<file path="config.mk">
export PLATFORM = sky130hd
export DESIGN_NAME = rtat_cell
export DESIGN_NICKNAME = d
export VERILOG_FILES = /design/src/rtl/core/rtat_pkg.sv /design/src/rtl/core/rtat_cell.sv
export SDC_FILE = /design/constraint.sdc
export NUM_CORES = 1
export LEC_CHECK = 0
export BUFFER_PORTS_ARGS = -buffer_cell sky130_fd_sc_hd__buf_2
export CAP_MARGIN = 20
export CORE_ASPECT_RATIO = 1.75
export CORE_MARGIN = 2
export CORE_UTILIZATION = 58
export CTS_CLUSTER_DIAMETER = 120
export DETAILED_ROUTE_END_ITERATION = 7
export HOLD_SLACK_MARGIN = 0.05
export PLACE_DENSITY = 0.78
export SETUP_SLACK_MARGIN = 0.4
export SYNTH_ARGS = -nofsm -noshare
export SYNTH_HDL_FRONTEND = slang
export SYNTH_SLANG_ARGS = --single-unit
export TNS_END_PERCENT = 50
</file>
<file path="constraint.sdc">
create_clock -name clk -period 10.2 [get_ports clk]
set_input_delay 0 -clock clk [delete_from_list [all_inputs] [get_ports clk]]
set_output_delay 0 -clock clk [all_outputs]
set_load 0.05 [all_outputs]
</file>
<file path="src/rtl/core/rtat_pkg.sv">
// shared types and constants of the range table address translator
`default_nettype none

package rtat_pkg;

  // table depth default
  localparam int MAX_ENTRIES_DEF = 16;

  // field widths
  localparam int IDX_W    = 4;
  localparam int ADDR_W   = 32;
  localparam int PAGES_W  = 21;
  localparam int FRAME_W  = 32;
  localparam int PS_W     = 17;
  localparam int NUSE_W   = 5;
  localparam int PHYS_W   = 64;
  localparam int LEN_W    = PAGES_W + PS_W;
  localparam int CFG_IDX_W = 2;
  localparam int CFG_DATA_W = PS_W;

  // word kinds
  localparam logic KIND_TRANSLATE = 1'b0;
  localparam logic KIND_WRITE     = 1'b1;

  // configuration register indexes
  localparam logic [CFG_IDX_W-1:0] REG_PAGE_SIZE   = 2'd0;
  localparam logic [CFG_IDX_W-1:0] REG_ENTRIES_USE = 2'd1;

  localparam logic [PS_W-1:0] PAGE_SIZE_RST = 17'd8192;

  // word travelling down the cell chain
  typedef struct packed {
    logic               valid;
    logic               kind;
    logic [IDX_W-1:0]   idx;
    logic [ADDR_W-1:0]  base;
    logic [PAGES_W-1:0] pages;
    logic [FRAME_W-1:0] frame;
    logic [ADDR_W-1:0]  va;
    logic               found;
    logic [FRAME_W-1:0] sel_frame;
    logic [ADDR_W-1:0]  sel_off;
  } token_t;

endpackage

`default_nettype wire

</file>
<file path="src/rtl/core/rtat_cell.sv">
// one table entry of the chain: stores its range and checks passing words against it
`default_nettype none

module rtat_cell #(
  parameter int CELL_IDX = 0
) (
  input  wire                        clk,
  input  wire                        rst_n,
  input  wire                        en,
  input  wire [rtat_pkg::PS_W-1:0]   page_size,
  input  wire [rtat_pkg::NUSE_W-1:0] entries_in_use,
  input  wire rtat_pkg::token_t      tok_in,
  output rtat_pkg::token_t           tok_out
);

  logic [rtat_pkg::ADDR_W-1:0]  base_r;
  logic [rtat_pkg::PAGES_W-1:0] pages_r;
  logic [rtat_pkg::FRAME_W-1:0] frame_r;

  rtat_pkg::token_t tok_r;
  rtat_pkg::token_t tok_nxt;

  logic                        wr_hit;
  logic                        searched;
  logic [rtat_pkg::ADDR_W-1:0] off;
  logic [rtat_pkg::LEN_W-1:0]  len;
  logic                        match;

  // write addressed to this slot
  assign wr_hit = tok_in.valid && (tok_in.kind == rtat_pkg::KIND_WRITE) &&
                  (32'(tok_in.idx) == CELL_IDX);

  // range check, end kept at full width so it never wraps
  assign searched = (32'(entries_in_use) > CELL_IDX);
  assign off      = tok_in.va - base_r;
  assign len      = rtat_pkg::LEN_W'(pages_r) * rtat_pkg::LEN_W'(page_size);
  assign match    = tok_in.valid && (tok_in.kind == rtat_pkg::KIND_TRANSLATE) &&
                    !tok_in.found && searched && (tok_in.va >= base_r) &&
                    (rtat_pkg::LEN_W'(off) < len);

  // pass the word on, claiming it on the first match
  always_comb begin
    tok_nxt = tok_in;
    if (match) begin
      tok_nxt.found     = 1'b1;
      tok_nxt.sel_frame = frame_r;
      tok_nxt.sel_off   = off;
    end
  end

  // entry storage
  always_ff @(posedge clk) begin
    if (en && wr_hit) begin
      base_r  <= tok_in.base;
      pages_r <= tok_in.pages;
      frame_r <= tok_in.frame;
    end
  end

  // stage register
  always_ff @(posedge clk) begin
    if (!rst_n) begin
      tok_r.valid <= 1'b0;
    end else if (en) begin
      tok_r.valid <= tok_nxt.valid;
    end
    if (en) begin
      tok_r.kind      <= tok_nxt.kind;
      tok_r.idx       <= tok_nxt.idx;
      tok_r.base      <= tok_nxt.base;
      tok_r.pages     <= tok_nxt.pages;
      tok_r.frame     <= tok_nxt.frame;
      tok_r.va        <= tok_nxt.va;
      tok_r.found     <= tok_nxt.found;
      tok_r.sel_frame <= tok_nxt.sel_frame;
      tok_r.sel_off   <= tok_nxt.sel_off;
    end
  end

  assign tok_out = tok_r;

endmodule

`default_nettype wire

</file>
==> results of run 1 <==
-- worst max path at each step --
stage	to	slack, ns	cells after the start
3_3_place_gp	tok_out[62]$_DFFE_PP_	1.33	30
5_1_grt	tok_out[61]$_DFFE_PP_	0.47	30
4_1_cts	tok_out[9]$_DFFE_PP_	1.08	30
3_5_place_dp	tok_out[4]$_DFFE_PP_	1.17	30
6_report	tok_out[61]$_DFFE_PP_	0.98	30
2_1_floorplan	base_r[0]$_DFFE_PP_	1.16	1
-- cells by family after synthesis --
kind of cell | Yosys count
fa+ha+maj | 460
mux | 68
compound gates | 223
flops | 273
simple gates | 498
buf+inv | 498
xor+xnor | 60
-- area by class of cell --
cell class                      instances  share of cell area, %
Multi-Input combinational cell       1309                   46.5
Sequential cell                       273                   29.0
Timing Repair Buffer                  599                   14.1
Inverter                              419                   5.56
Clock buffer                           28                   2.25
Tap cell                              495                   2.19
Clock inverter                         15                  0.429
Antenna cell                            3                 0.0265
-- synth_stat cells (all sizes together), types with 2 or more instances --
cell | number | area [µm²]
o21ai | 40 | 200
nand2b | 9 | 56.3
a21oi | 76 | 380
a31oi | 4 | 25.0
nand4 | 21 | 131
xor2 | 20 | 175
inv | 419 | 1570
and3 | 4 | 25.0
mux2i | 5 | 50.1
clkbuf | 70 | 263
o2111ai | 3 | 26.3
xnor2 | 40 | 350
a21boi | 3 | 22.5
nand2 | 253 | 950
a21o | 38 | 285
and2 | 134 | 838
o22ai | 2 | 18.8
nor4 | 2 | 12.5
ha | 175 | 2190
nand3 | 19 | 95.1
edfxtp | 272 | 8170
mux2 | 63 | 860
nor3b | 2 | 15.0
nor2 | 29 | 109
nor3 | 11 | 55.1
o21a | 9 | 67.6
o21bai | 8 | 60.1
a2111oi | 3 | 26.3
a41oi | 2 | 17.5
buf | 9 | 77.6
o211ai | 10 | 75.1
nor2b | 6 | 37.5
fa | 285 | 5710
o31ai | 5 | 37.5
or3 | 2 | 12.5
or2 | 2 | 12.5
o221ai | 2 | 17.5
a211oi | 9 | 72.6
-- flip-flops by register name, indices dropped and copies added (netlist names) --
signal   flops
pages_r     21
tok_out    188
frame_r     32
base_r      32
-- power groups by stage --
| stage | logic (mW) | clock network [mW] | registers [mW] |
|---|---|---|---|
| 3_3_place_gp | 4.51 | 0 | 1.35 |
| 3_5_place_dp | 4.62 | 0 | 1.35 |
| 6_report | 4.77 | 0.922 | 1.33 |
| 4_1_cts | 4.74 | 0.908 | 1.32 |
| 2_1_floorplan | 3.30 | 0 | 1.54 |
| 5_1_grt | 5.39 | 0.959 | 1.33 |
-- what timing repair did --
item                      in CTS  in global routing
hold endpoints to repair     302                  0
hold buffers                 190                  0
buffers inserted               0                  0
resized for setup              0                  0
-- stage by stage --
step,instances,hold slack (ns)
after floorplan,2080,0.0989
after global placement,2905,0.187
after detailed placement,2905,0.191
after CTS,3138,0.149
after global routing,3141,0.182
final,3141,0.180
-- critical path: cells and delay by family, from the launching register on --
kind                       cells  cell delay (ns)
AOI/OAI and AO/OA             13             2.81
xor gates and xnor gates       1             0.18
adders and majority gates      8             3.80
buffers and inverters          4             0.51
DFF                            1             0.85
muxes                          1             0.39
and+or+nand+nor                3             0.36
-- per-layer routing --
metal / wire, µm / track usage, % / vias up / part of all wire [%]
li1: - / - / 7787 / -
met1: 22400 / 36.6 / 8732 / 32
met2: 37700 / 63.6 / 1002 / 54
met3: 5390 / 6.35 / 261 / 7.7
met4: 4790 / 19.7 / 0 / 6.8
met5: 0 / 0 / - / 0
==> metrics.md, run 1 <==
| Metric | Value |
|---|---|
| Skew-Pair Late Insertion Delay | 0.56 ns |
| Yosys warnings | 0 |
| Tmin final | 9.22 ns |
| GR Util All Layers | 34.4% |
| FF-to-FF path depth | 30 |
| CP peak stage delay | 0.85 ns |
| Antenna violations before repair | 4 |
| H-tree levels | 1 |
| Clock Sink Count | 273 |
| Max-Cap Viols | 0 |
| Largest family of logic cells by synthesized area | adder cells |
| Clock network power share | 13.1% |
| CTS tree | done |
| Area of the multi-input gates | 13100 µm² |
| Final-layout fill cell count | 2698 |
| Post-synth ARST share | 0% |
| Final Wtd Congestion | 0.938 |
| Post-synth EDFFs | 272 |
| Syn-to-layout area delta | 21.7% |
| Reg area | 8190 µm² |
| Rows | 97 |
| Yosys cell types | 61 |
| Reg-to-Reg End | tok_out[61]$_DFFE_PP_ |
| Total power | 7.02 mW |
| Vias in the first global route | 19.4k |
| Status | finished, final reports clean |
| Mean post-synth cell area | 11.2 µm² |
| Die area | 41700 µm² |
| Synthesized area | 23200 µm² |
| Worst Tran Pin Value | 1.00 ns |
| Sequential Power Share | 18.9% |
| DRT Wirelength | 70300 µm |
| Commonest non-fill, non-tap cells in the layout | 419 x inv_1, 399 x buf_2, 285 x fa_1 |
| Rel. slew slack | 33.0% |
| Sw frac | 46.8% |
| Sequential area share after synthesis | 35.2% |
| CP Data Required Time | 10.49 ns |
| Antenna viol nets, final | 0 |
| Pint | 3.73 mW |
| Core area | 39800 µm² |
| PortBufs | 400 |
| Setup TNS | 0 ns |
| Nets | 3300 |
| Final core occ | 71.0% |
| Io pins | 401 |
| R2r setup slk | 0.98 ns |
| CP endpoint kind | flop |
| Cell Pwr Density | 248 nW/µm² |
| Comb power frac | 68.0% |
| Unrepaired setup endpoints after global routing | false |
| Post-Syn Instances | 2080 |
| DR iter-0 viols | 1367 |
| R2R Path Start | pages_r[10]$_DFFE_PP_ |
| Worst min path class | in -> reg |
| Hold Path Stages | 2 |
| Final hold violations | 0 |
| Peak VDD IR | 0.310 mV |
| Xor/xnor share of the synthesized area | 2.26% |
| GRT Residual Overflow | 0 |
| Vias per std cell | 5.66 |
| Final Setup Violations | 0 |
| Most common cell after layout, fill and taps aside | inv_1 |
| Worst setup path class | reg -> reg |
| Arr. time, crit path | 9.51 ns |
| Mapped Nets | 2753 |
| Clock skew | 0.0247 ns |
| Final max-slew violation count | 0 |
| Fmax | 108 MHz |
| Switching Power | 3.28 mW |
| Simple-Gate Fraction of Synth Area | 10.3% |
| Drt pass-1 iters | 5 |
| CP max-delay cell | edfxtp_1 |
| Prevailing post-synth register cell | edfxtp_1 |
| Design Area, Final | 28300 µm² |
| CP max FO | 45 |
| Reg clk slew, reported paths | 0.07 ns |
| Die Y | 269 µm |
| Final setup margin | 0.979 ns |
| Max clock buf depth | 3 |
| Via count | 17.8k |
| Hold Startpoint | tok_in[115] |
| Share of cells above drive strength 1 | 19.1% |
| Compound-Gate Fraction of Synth Area | 6.11% |
| Root Buffer | clkbuf_16 |
| # DRC | 0 |
| Avg WL per Cell | 22.4 µm |
| First-pass GRT wire length | 108000 µm |
| Crit path from | pages_r[10]$_DFFE_PP_ |
| Mux contribution to synthesized area | 3.91% |
| Die X | 155 µm |
| Largest net degree at the start of global routing | 73 |
| CTS Buf Count | 25 |
| Hold endpoint | frame_r[18]$_DFFE_PP_ |
| Post-Synth Adder-Cell Area | 34.0% |
| Synth Register Bits | 273 |
| Period utilization | 90.4% |
| Pleak | 13.3 nW |
| Startpoint Class | flop |
| Pre-CTS setup slack | 1.17 ns |
| Area of placed instances | 25600 µm² |
| Post-DP HPWL | 51000 µm |
| Initial Util | 58.4% |
Power figures use the tool's default switching activity.
==> inputs of run 2 (changes only) <==
CELL_PAD_IN_SITES_DETAIL_PLACEMENT = 0   (was default)
CELL_PAD_IN_SITES_GLOBAL_PLACEMENT = 1   (was default)
CORE_UTILIZATION = 46   (was 58)
==> metrics.md, run 2 (same netlist as run 1, synthesis figures left out) <==
| Metric | Value |
|---|---|
| Status | finished, final reports clean |
| Ant. Diodes | 0 |
| Root Buffer | clkbuf_16 |
| H-tree levels | 1 |
| First-pass GRT wire length | 107000 µm |
| CP Data Required Time | 10.52 ns |
| Worst min path class | in -> reg |
| Tmin final | 9.26 ns |
| Final Wtd Congestion | 0.908 |
| Cell Pwr Density | 248 nW/µm² |
| CTS-repair resized insts | 0 |
| CP max FO | 26 |
| Met3 WL post-DR | 3540 µm |
| Reg clk slew, reported paths | 0.08 ns |
| Core area | 50200 µm² |
| Vias in the first global route | 19.2k |
| Total power | 7.10 mW |
| Setup TNS | 0 ns |
| Skew-Pair Late Insertion Delay | 0.57 ns |
| Antenna violations before repair | 0 |
| CP endpoint kind | flop |
| Peak VDD IR | 0.242 mV |
| Met2 WL | 37800 µm |
| Unrepaired setup endpoints after global routing | false |
| CTS Buf Count | 27 |
| PortBufs | 400 |
| Routed met1 length | 23800 µm |
| Final core occ | 57.0% |
| CP max-delay cell | edfxtp_1 |
| # DRC | 0 |
| Largest net degree at the start of global routing | 72 |
| Rel. slew slack | 35.7% |
| CP peak stage delay | 0.83 ns |
| Arr. time, crit path | 9.58 ns |
| Vias per std cell | 5.15 |
| Worst Tran Pin Value | 0.964 ns |
| Cell seen most often among critical-path stages | fa_1 |
| Max clock buf depth | 3 |
| Io pins | 401 |
| GR Util All Layers | 26.5% |
| Area of the multi-input gates | 13100 µm² |
| Drt pass-1 iters | 5 |
| Syn-to-layout area delta | 23.2% |
| Startpoint Class | flop |
| Worst setup path class | reg -> reg |
| Final max-slew violation count | 0 |
| Clock skew | 0.0137 ns |
| Period utilization | 90.8% |
| Post-DP HPWL | 52300 µm |
| Reg area | 8190 µm² |
| Die Y | 301 µm |
| Pleak | 13.4 nW |
| Max reg flops | 188 |
| DR iter-0 viols | 806 |
| Via count | 17.1k |
| Clock Sink Count | 273 |
| Avg WL per Cell | 20.6 µm |
| Nets | 3308 |
| Final-layout fill cell count | 4365 |
| Antenna viol nets, final | 0 |
| Max-Cap Viols | 0 |
| Fmax | 108 MHz |
| Die X | 174 µm |
| Final Setup Violations | 0 |
| Share of cells above drive strength 1 | 19.5% |
| DRT Wirelength | 68400 µm |
| Commonest non-fill, non-tap cells in the layout | 419 x inv_1, 399 x buf_2, 285 x fa_1 |
| Rows | 109 |
| Most common cell after layout, fill and taps aside | inv_1 |
| Initial Util | 46.3% |
| GRT Residual Overflow | 0 |
| Final hold violations | 0 |
| Die area | 52400 µm² |
| CTS tree | done |
| Top Layer Used | met4 |
-- run 2: cell type report --
cell class	instances	share of cell area, %
clock inverters	16	0.568
well taps	666	2.91
clock buffers	33	2.44
repair buffers	605	14.1
flip-flops and latches	273	28.6
inverters	419	5.50
multi-input cells	1309	45.9
-- run 2: what timing repair did --
item	CTS	global route
endpoints found under the hold margin	273	0
hold buffers	189	0
buffers inserted	0	0
endpoints found under the setup margin	0	0
-- run 2: through the flow --
step / cells / cell area [µm²] / setup slack, ns / hold slack [ns]
after global routing: 3321 / 28600 / 0.504 / 0.115
after global placement: 3083 / 25900 / 0.957 / 0.188
after CTS: 3321 / 28600 / 0.833 / 0.0795
final: 3321 / 28600 / 0.938 / 0.0744
after floorplan: 2080 / 23200 / 1.16 / 0.0989
after detailed placement: 3083 / 25900 / 0.863 / 0.191
-- run 2: metal layers --
layer / vias to the layer above / global-route usage [%]
met5: - / 0
met4: 0 / 11.3
met3: 144 / 3.93
met2: 566 / 51.7
met1: 8575 / 28.1
li1: 7802 / -
-- run 2: worst paths after layout --
kind | startpoint | to | slack [ns] | cells after the start
worst max-delay path | pages_r[13]$_DFFE_PP_ | tok_out[5]$_DFFE_PP_ | 0.94 | 29
worst min-delay path | en | tok_out[137]$_DFFE_PP_ | 0.07 | 1
worst min register to register | frame_r[24]$_DFFE_PP_ | tok_out[56]$_DFFE_PP_ | 0.54 | 1
worst max register to register | pages_r[13]$_DFFE_PP_ | tok_out[5]$_DFFE_PP_ | 0.94 | 29
-- run 2: critical path: cells and delay by family, from the launching register on --
kind | cells | cell delay [ns]
DFF | 1 | 0.83
and+or+nand+nor | 4 | 0.72
AOI/OAI and AO/OA | 11 | 2.60
xor gates and xnor gates | 1 | 0.17
adders and majority gates | 8 | 3.69
muxes | 1 | 0.38
buffers and inverters | 4 | 0.57
-- run 2: power breakdown --
group	total, mW	internal, mW	switching, mW
Sequential	1.32	1.30	0.0204
Combinational	4.77	1.95	2.82
Clock	1.00	0.546	0.458
